## config.mk

```make
export PLATFORM = sky130hd
export DESIGN_NAME = fetch_window_refill_controller
export DESIGN_NICKNAME = d
export VERILOG_FILES = /design/src/sv/fwrc_pkg.sv /design/src/sv/fetch_window_refill_controller.sv
export SDC_FILE = /design/constraint.sdc
export NUM_CORES = 1
export LEC_CHECK = 0
export ABC_AREA = 1
export BUFFER_PORTS_ARGS = -buffer_cell sky130_fd_sc_hd__buf_2
export CORE_MARGIN = 10
export CORE_UTILIZATION = 24
export DETAILED_ROUTE_END_ITERATION = 16
export GPL_TIMING_DRIVEN = 0
export PLACE_DENSITY = 0.37
export SYNTH_ARGS = -nofsm -noshare
export SYNTH_HDL_FRONTEND = slang
export SYNTH_SLANG_ARGS = --single-unit
```

## constraint.sdc

```tcl
create_clock -name clock -period 16.05 [get_ports clock]
set_input_delay 3.21 -clock clock [delete_from_list [all_inputs] [get_ports clock]]
set_output_delay 3.21 -clock clock [all_outputs]
set_load 0.01 [all_outputs]
```

## src/sv/fwrc_pkg.sv

```systemverilog
// Package for the fetch window refill controller: field widths and word codes.
`default_nettype none
package fwrc_pkg;

   // Field widths
   localparam int ADDR_W = 64;
   localparam int SIZE_W = 17;
   localparam int OFF_W  = 16;

   // Packed word widths (padded to whole bytes)
   localparam int REQ_DATA_W = 88;
   localparam int RSP_DATA_W = 104;

   // Substitute refill size when chunk_size is zero
   localparam logic [SIZE_W-1:0] DEFAULT_CHUNK = 17'd4096;

   // Result kinds
   typedef logic [1:0] kind_type;
   localparam kind_type KIND_HIT  = 2'd0;
   localparam kind_type KIND_READ = 2'd1;
   localparam kind_type KIND_FAIL = 2'd2;
   localparam kind_type KIND_BAD  = 2'd3;

   // Input operations
   typedef logic op_type;
   localparam op_type OP_ACCESS = 1'b0;
   localparam op_type OP_DONE   = 1'b1;

   // Register indexes
   localparam logic REG_CHUNK_SIZE = 1'b0;

endpackage
`default_nettype wire

```

## src/sv/fetch_window_refill_controller.sv

```systemverilog
// Top level of the fetch window refill controller.
//
// Tracks one buffered window over memory and answers each request word with a hit
// offset, a read command, or a failure; completion words report whether the last read
// command worked and drive halving and retry. The block takes one word per cycle while
// the result stream is not stalled, and returns exactly one result word per input word.
// A word goes from the input register through the decision logic into the result
// register. A stalled result word holds the input register and so holds off new words.
// State updates land in the same cycle the result is registered, so back-to-back words
// see each other's effects. chunk_size is written over the APB port at byte address 0,
// and takes effect for the next miss.
`default_nettype none
module fetch_window_refill_controller #(
   parameter int MAX_WINDOW = 65536
) (
   input  wire logic                            clock,
   input  wire logic                            reset,
   // request stream
   input  wire logic                            req_tvalid,
   output logic                                 req_tready,
   // [63:0] address, [80:64] need_bytes, [81] read_ok, zero pad above
   input  wire logic [fwrc_pkg::REQ_DATA_W-1:0] req_tdata,
   // [0] operation
   input  wire logic                            req_tuser,
   // result stream
   output logic                                 rsp_tvalid,
   input  wire logic                            rsp_tready,
   // [63:0] read_base, [80:64] read_size, [96:81] window_offset, zero pad above
   output logic [fwrc_pkg::RSP_DATA_W-1:0]      rsp_tdata,
   // [1:0] kind
   output logic [1:0]                           rsp_tuser,
   // configuration port
   input  wire logic                            csr_psel,
   input  wire logic                            csr_penable,
   input  wire logic                            csr_pwrite,
   input  wire logic [2:0]                      csr_paddr,
   input  wire logic [31:0]                     csr_pwdata,
   output logic [31:0]                          csr_prdata,
   output logic                                 csr_pready
);

   localparam int AW    = fwrc_pkg::ADDR_W;
   localparam int SW    = fwrc_pkg::SIZE_W;
   localparam int OW    = fwrc_pkg::OFF_W;
   localparam int MW_W  = $clog2(MAX_WINDOW + 1);
   localparam int CMP_W = ((MW_W > SW) ? MW_W : SW) + 1;
   localparam logic [CMP_W-1:0] MAX_CMP = CMP_W'(MAX_WINDOW);

   // configuration register
   logic [SW-1:0] chunk_ff, chunk_in;
   logic          csr_wr;

   // input register
   logic          s1_valid_ff, s1_valid_in;
   logic          s1_op_ff, s1_op_in;
   logic [AW-1:0] s1_addr_ff, s1_addr_in;
   logic [SW-1:0] s1_need_ff, s1_need_in;
   logic          s1_ok_ff, s1_ok_in;

   // window and refill state
   logic [AW-1:0] win_start_ff, win_start_in;
   logic [SW-1:0] win_len_ff, win_len_in;
   logic          busy_ff, busy_in;
   logic [AW-1:0] pend_addr_ff, pend_addr_in;
   logic [SW-1:0] pend_need_ff, pend_need_in;
   logic [AW-1:0] try_base_ff, try_base_in;
   logic [SW-1:0] try_size_ff, try_size_in;
   logic [SW-1:0] target_ff, target_in;

   // result register
   logic                 rsp_valid_ff, rsp_valid_in;
   fwrc_pkg::kind_type   rsp_kind_ff, rsp_kind_in;
   logic [AW-1:0]        rsp_base_ff, rsp_base_in;
   logic [SW-1:0]        rsp_size_ff, rsp_size_in;
   logic [OW-1:0]        rsp_off_ff, rsp_off_in;

   // handshake
   logic out_free, s2_go, req_fire;

   // decision terms
   logic [AW-1:0]    win_diff;
   logic             addr_ge;
   logic             hit;
   logic             backward;
   logic [SW-1:0]    chunk_eff;
   logic [SW-1:0]    want;
   logic [SW-1:0]    behind;
   logic [AW-1:0]    miss_base;
   logic             need_bad;
   logic [SW:0]      least;
   logic [SW-1:0]    half;
   logic [SW-1:0]    shrunk;
   logic [AW-1:0]    pend_diff;

   assign out_free   = !rsp_valid_ff || rsp_tready;
   assign s2_go      = s1_valid_ff && out_free;
   assign req_tready = !s1_valid_ff || out_free;
   assign req_fire   = req_tvalid && req_tready;

   // APB access: always ready, write lands in the access phase
   assign csr_pready = 1'b1;
   assign csr_wr     = csr_psel && csr_penable && csr_pwrite;
   assign csr_prdata = (csr_paddr[2] == fwrc_pkg::REG_CHUNK_SIZE) ?
                       {{(32-SW){1'b0}}, chunk_ff} : 32'd0;

   always_comb begin
      chunk_in = chunk_ff;
      if (csr_wr && csr_paddr[2] == fwrc_pkg::REG_CHUNK_SIZE) begin
         chunk_in = csr_pwdata[SW-1:0];
      end
   end

   // input register load
   always_comb begin
      s1_valid_in = s1_valid_ff;
      if (req_fire) begin
         s1_valid_in = 1'b1;
      end else if (s2_go) begin
         s1_valid_in = 1'b0;
      end
      s1_op_in   = req_fire ? req_tuser           : s1_op_ff;
      s1_addr_in = req_fire ? req_tdata[63:0]     : s1_addr_ff;
      s1_need_in = req_fire ? req_tdata[80:64]    : s1_need_ff;
      s1_ok_in   = req_fire ? req_tdata[81]       : s1_ok_ff;
   end

   // window hit test and miss command terms
   assign win_diff = s1_addr_ff - win_start_ff;
   assign addr_ge  = s1_addr_ff >= win_start_ff;
   assign hit      = (win_len_ff != '0) && addr_ge && (s1_need_ff <= win_len_ff) &&
                     (win_diff[AW-1:SW] == '0) &&
                     (win_diff[SW-1:0] <= (win_len_ff - s1_need_ff));
   assign backward = (win_len_ff != '0) && !addr_ge;
   assign need_bad = (s1_need_ff == '0) ||
                     ({{(CMP_W-SW){1'b0}}, s1_need_ff} > MAX_CMP);

   always_comb begin
      chunk_eff = (chunk_ff == '0) ? fwrc_pkg::DEFAULT_CHUNK : chunk_ff;
      if ({{(CMP_W-SW){1'b0}}, chunk_eff} > MAX_CMP) begin
         chunk_eff = SW'(MAX_WINDOW);
      end
   end

   assign want      = (chunk_eff > s1_need_ff) ? chunk_eff : s1_need_ff;
   assign behind    = backward ? (want - s1_need_ff) : '0;
   assign miss_base = (s1_addr_ff >= {{(AW-SW){1'b0}}, behind}) ?
                      (s1_addr_ff - {{(AW-SW){1'b0}}, behind}) : '0;

   // failed read: shrink toward the least size covering the request
   assign pend_diff = pend_addr_ff - try_base_ff;
   assign least     = {1'b0, pend_diff[SW-1:0]} + {1'b0, pend_need_ff};
   assign half      = try_size_ff >> 1;
   assign shrunk    = ({1'b0, half} > least) ? half : least[SW-1:0];

   // decision and state update
   always_comb begin
      win_start_in = win_start_ff;
      win_len_in   = win_len_ff;
      busy_in      = busy_ff;
      pend_addr_in = pend_addr_ff;
      pend_need_in = pend_need_ff;
      try_base_in  = try_base_ff;
      try_size_in  = try_size_ff;
      target_in    = target_ff;
      rsp_kind_in  = rsp_kind_ff;
      rsp_base_in  = rsp_base_ff;
      rsp_size_in  = rsp_size_ff;
      rsp_off_in   = rsp_off_ff;
      if (s2_go) begin
         rsp_base_in = '0;
         rsp_size_in = '0;
         rsp_off_in  = '0;
         if (s1_op_ff == fwrc_pkg::OP_ACCESS) begin
            if (busy_ff) begin
               rsp_kind_in = fwrc_pkg::KIND_BAD;
            end else if (need_bad) begin
               rsp_kind_in = fwrc_pkg::KIND_FAIL;
            end else if (hit) begin
               rsp_kind_in = fwrc_pkg::KIND_HIT;
               rsp_off_in  = win_diff[OW-1:0];
            end else begin
               // miss: empty the window and issue the refill read
               win_len_in   = '0;
               pend_addr_in = s1_addr_ff;
               pend_need_in = s1_need_ff;
               target_in    = want;
               try_base_in  = miss_base;
               try_size_in  = want;
               busy_in      = 1'b1;
               rsp_kind_in  = fwrc_pkg::KIND_READ;
               rsp_base_in  = miss_base;
               rsp_size_in  = want;
            end
         end else if (!busy_ff) begin
            rsp_kind_in = fwrc_pkg::KIND_BAD;
         end else if (s1_ok_ff) begin
            // read worked: record the window, answer the request
            win_start_in = try_base_ff;
            win_len_in   = try_size_ff;
            busy_in      = 1'b0;
            rsp_kind_in  = fwrc_pkg::KIND_HIT;
            rsp_off_in   = pend_diff[OW-1:0];
         end else if ({1'b0, try_size_ff} > least) begin
            try_size_in = shrunk;
            rsp_kind_in = fwrc_pkg::KIND_READ;
            rsp_base_in = try_base_ff;
            rsp_size_in = shrunk;
         end else if (try_base_ff != pend_addr_ff) begin
            // last chance: full size straight from the address
            try_base_in = pend_addr_ff;
            try_size_in = target_ff;
            rsp_kind_in = fwrc_pkg::KIND_READ;
            rsp_base_in = pend_addr_ff;
            rsp_size_in = target_ff;
         end else begin
            busy_in     = 1'b0;
            rsp_kind_in = fwrc_pkg::KIND_FAIL;
         end
      end
   end

   always_comb begin
      rsp_valid_in = rsp_valid_ff;
      if (s2_go) begin
         rsp_valid_in = 1'b1;
      end else if (rsp_tready) begin
         rsp_valid_in = 1'b0;
      end
   end

   // control registers
   always_ff @(posedge clock) begin
      if (reset) begin
         chunk_ff     <= fwrc_pkg::DEFAULT_CHUNK;
         s1_valid_ff  <= 1'b0;
         rsp_valid_ff <= 1'b0;
         win_len_ff   <= '0;
         busy_ff      <= 1'b0;
      end else begin
         chunk_ff     <= chunk_in;
         s1_valid_ff  <= s1_valid_in;
         rsp_valid_ff <= rsp_valid_in;
         win_len_ff   <= win_len_in;
         busy_ff      <= busy_in;
      end
   end

   // payload registers
   always_ff @(posedge clock) begin
      s1_op_ff     <= s1_op_in;
      s1_addr_ff   <= s1_addr_in;
      s1_need_ff   <= s1_need_in;
      s1_ok_ff     <= s1_ok_in;
      win_start_ff <= win_start_in;
      pend_addr_ff <= pend_addr_in;
      pend_need_ff <= pend_need_in;
      try_base_ff  <= try_base_in;
      try_size_ff  <= try_size_in;
      target_ff    <= target_in;
      rsp_kind_ff  <= rsp_kind_in;
      rsp_base_ff  <= rsp_base_in;
      rsp_size_ff  <= rsp_size_in;
      rsp_off_ff   <= rsp_off_in;
   end

   assign rsp_tvalid = rsp_valid_ff;
   assign rsp_tuser  = rsp_kind_ff;
   assign rsp_tdata  = {{(fwrc_pkg::RSP_DATA_W-AW-SW-OW){1'b0}},
                        rsp_off_ff, rsp_size_ff, rsp_base_ff};

endmodule
`default_nettype wire

```

==> run_results.csv <==
group,metric,value,unit
logic_synthesis,syn_inst,4158,
timing,skew,0.0333,ns
logic_synthesis,synth_cell_types,59,
timing,worst_slew_pin_slew,1.27,ns
timing,finalHoldViolations,0,
global_route,grt_pass1_wl,196,mm
global_route,grt_max_degree,62,
pwr,power.leakage,16.6,nW
cts,clockRootBuffer,"clkbuf_16",
layout,layout.area.seq,0.0135,sq mm
die,die_area,0.148,sq mm
routing,wire_per_inst,22.0,um
die,dieWidth,385,um
layout,fillers,14500,
layout,final_cells,6283,
cts,cts_tree,"done",
logic_synthesis,yosysTopAreaCell,"edfxtp_1",
routing,route.detailed.drc,0,
logic_synthesis,synth.top_cell.area_share,0.400,
hold_path,hold_end,"win_start_ff[1]$_DFFE_PP_",
layout,syn2layout_area_growth,17.5,%
worst_setup_path,rrSetupSlack,6.75,ns
outcome,status,"finished clean",
die,initial_core_util,0.242,
routing,drt_iter0_markers,2380,
layout,multiInputGateArea,0.0157,sq mm
routing,vias,28900,
worst_setup_path,r2r_end,"rsp_base_ff[62]$_DFFE_PP_",
worst_setup_path,path_class,"reg2reg",
worst_setup_path,ff2ff_path_depth,49,
job,cap_violations,0,
logic_synthesis,synth-edff-count,425,
routing,postRouteAntennaNets,0,
routing,wirelength,138,mm
layout,drive_gt1_frac,0.107,
routing,routed_via_density,4.60,
global_route,grtUsageTotal,0.181,
timing,min_period,9.30,ns
logic_synthesis,async_reset_ff_frac,0,
logic_synthesis,synth-seq-cells,462,
pwr,vdd.ir_drop.worst,0.0000814,V
worst_setup_path,slowest_stage,"nor3_1",
routing,firstDrtPassIters,6,
place,placed_cells,6169,
logic_synthesis,syn_area_per_cell,7.68,sq um
global_route,grt.overflow.total,0,
hold_path,hold_depth,0,
timing,fin_crit_sh,0.579,
timing,hold_ws,0.460,ns
cts,numCtsBuffers,59,
worst_setup_path,cp_max_fo,10,
cts,insertion_delay,0.67,ns
worst_setup_path,slowest_delay,0.73,ns
worst_setup_path,cp.arrival,9.68,ns
cts,cts_hold_buf,0,
layout,final_util,0.285,
die,ios,272,
logic_synthesis,post-synth-top-count-cell,"nand2_1",
worst_setup_path,critPathMostFrequentCell,"nand2_1",
timing,slew_headroom,0.147,
worst_setup_path,cp.required,16.43,ns
global_route,antenna_found_initial,16,
layout,finalNetCount,4826,
place,globalplace.congestion,0.937,
cts,cts_sinks,462,
logic_synthesis,synth.top_cells.by_count,"nand2_1, inv_1, edfxtp_1",
hold_path,worstHoldPathType,"reg2reg",
timing,drv_slew,0,
die,die_height,385,um
worst_setup_path,crit_path_end_kind,"flip-flop",
logic_synthesis,synth-main-ff-cell,"edfxtp_1",
timing,tns,0,ns
worst_setup_path,rr_startpoint,"chunk_ff[8]$_SDFFE_PP0P_",
logic_synthesis,syn_area,0.0319,sq mm
cts,post_cts_resized,0,
timing,setup_viol,0,
layout,stdcell_area,0.0375,sq mm
die,rows,133,
cts,cts.reportedPaths.clkPinSlew,0.06,ns
cts,clockBufferDepth,3,
timing,rsz0062_at_grt,"no",
timing,fmax,108,MHz
logic_synthesis,synthTopCellsByArea,"edfxtp_1, nand2_1, ha_1",
global_route,first_global_vias,27700,
place,hpwl,114,mm
cts,cts_setup_buffers,0,
pwr,p_per_area,96.9,mW/mm^2
cts,h-tree-depth,2,
place,place_area,0.0356,sq mm
worst_setup_path,worstSetupStartpointType,"flip-flop",
logic_synthesis,ys_warn_count,0,
place,portBuffers,224,
die,core,0.132,sq mm
logic_synthesis,yosysSeqAreaShare,0.423,
hold_path,min_from,"try_base_ff[1]$_DFFE_PP_",
[worst max-delay path, delay by kind of cell, from the launching register on]
| family | cells | cell delay, ns |
|---|---|---|
| simple gates | 27 | 3.82 |
| flops | 1 | 0.31 |
| fa+ha+maj | 3 | 0.98 |
| compound gates | 13 | 3.15 |
| buf+inv | 6 | 0.74 |
[kinds of logic (layout without fill, tap and decap cells)]
| group | Yosys count | count (layout) | synth area share |
|---|---|---|---|
| AND/OR/NAND/NOR | 2022 | 2022 | 0.265 |
| buffers and inverters | 719 | 1066 | 0.0888 |
| AO/OA/AOI/OAI | 620 | 620 | 0.104 |
| flip-flops | 462 | 462 | 0.423 |
| adder cells (fa/ha/maj) | 220 | 220 | 0.0876 |
| XOR/XNOR | 113 | 113 | 0.0310 |
| other | 2 | 25 | 0.000235 |
[worst max-delay path by stage]
stage / start / end / slack (ns) / cells after the start
final: chunk_ff[8]$_SDFFE_PP0P_ / rsp_base_ff[62]$_DFFE_PP_ / 6.75 / 49
after global routing: chunk_ff[8]$_SDFFE_PP0P_ / rsp_base_ff[62]$_DFFE_PP_ / 5.60 / 49
after CTS: chunk_ff[8]$_SDFFE_PP0P_ / rsp_base_ff[62]$_DFFE_PP_ / 6.64 / 49
after detailed placement: chunk_ff[8]$_SDFFE_PP0P_ / rsp_base_ff[7]$_DFFE_PP_ / 6.71 / 48
after global placement: s1_need_ff[1]$_DFFE_PP_ / pend_need_ff[11]$_DFFE_PP_ / 2.21 / 25
after floorplan: rsp_tready / pend_addr_ff[0]$_DFFE_PP_ / 7.96 / 4
[placed cells by master, fill, tap and decap left out, drive strengths merged, types with 6 or more instances in the layout]
cell    instances
nor2          396
nand4          59
nor3           54
clkbuf        142
o21ai         318
a21oi         223
buf           277
a31oi           7
nand2        1197
clkinv         27
or2            48
xnor2          51
xor2           62
nor4           33
a21o           15
ha            214
fa              6
inv           615
o21bai         15
o21a            6
conb           23
o211ai          7
nand3b         16
nand3         212
edfxtp        425
dfxtp          37
[layout make-up]
type	instances	share of cell area
Buffer	108	0.0144
Timing Repair Buffer	235	0.0361
Multi-Input combinational cell	2998	0.419
Clock inverter	36	0.00844
Tap cell	1755	0.0585
Sequential cell	462	0.360
Inverter	611	0.0613
Antenna cell	2	0.000133
Clock buffer	76	0.0424
[routing by layer]
metal / track usage / share of wire
met2: 0.261 / 0.40
met3: 0.0291 / 0.060
met5: 0 / 0
met4: 0.0303 / 0.015
met1: 0.280 / 0.52
[sequential cells by signal (all words and copies together) (netlist names), 2 cells and up]
register and count:
s1_addr_ff 64, win_start_ff 64, chunk_ff 17, try_base_ff 64, rsp_tuser 2, rsp_off_ff 16, pend_need_ff 17, rsp_size_ff 17
win_len_ff 17, target_ff 17, rsp_base_ff 64, try_size_ff 17, pend_addr_ff 64, s1_need_ff 17
[per-stage QoR]
step	worst slack, ns	total power, mW
2_1_floorplan	7.96	1.98
3_3_place_gp	2.21	2.33
3_5_place_dp	6.71	2.33
4_1_cts	6.64	3.67
5_1_grt	5.60	3.82
6_report	6.75	3.63
[power breakdown]
part	switching, mW	internal (mW)	leakage (nW)
Combinational	0.609	0.269	11.4
Sequential	0.0555	1.37	4.26
Clock	0.574	0.753	0.932
Total	1.24	2.40	16.6
Power figures use the tool's default switching activity.
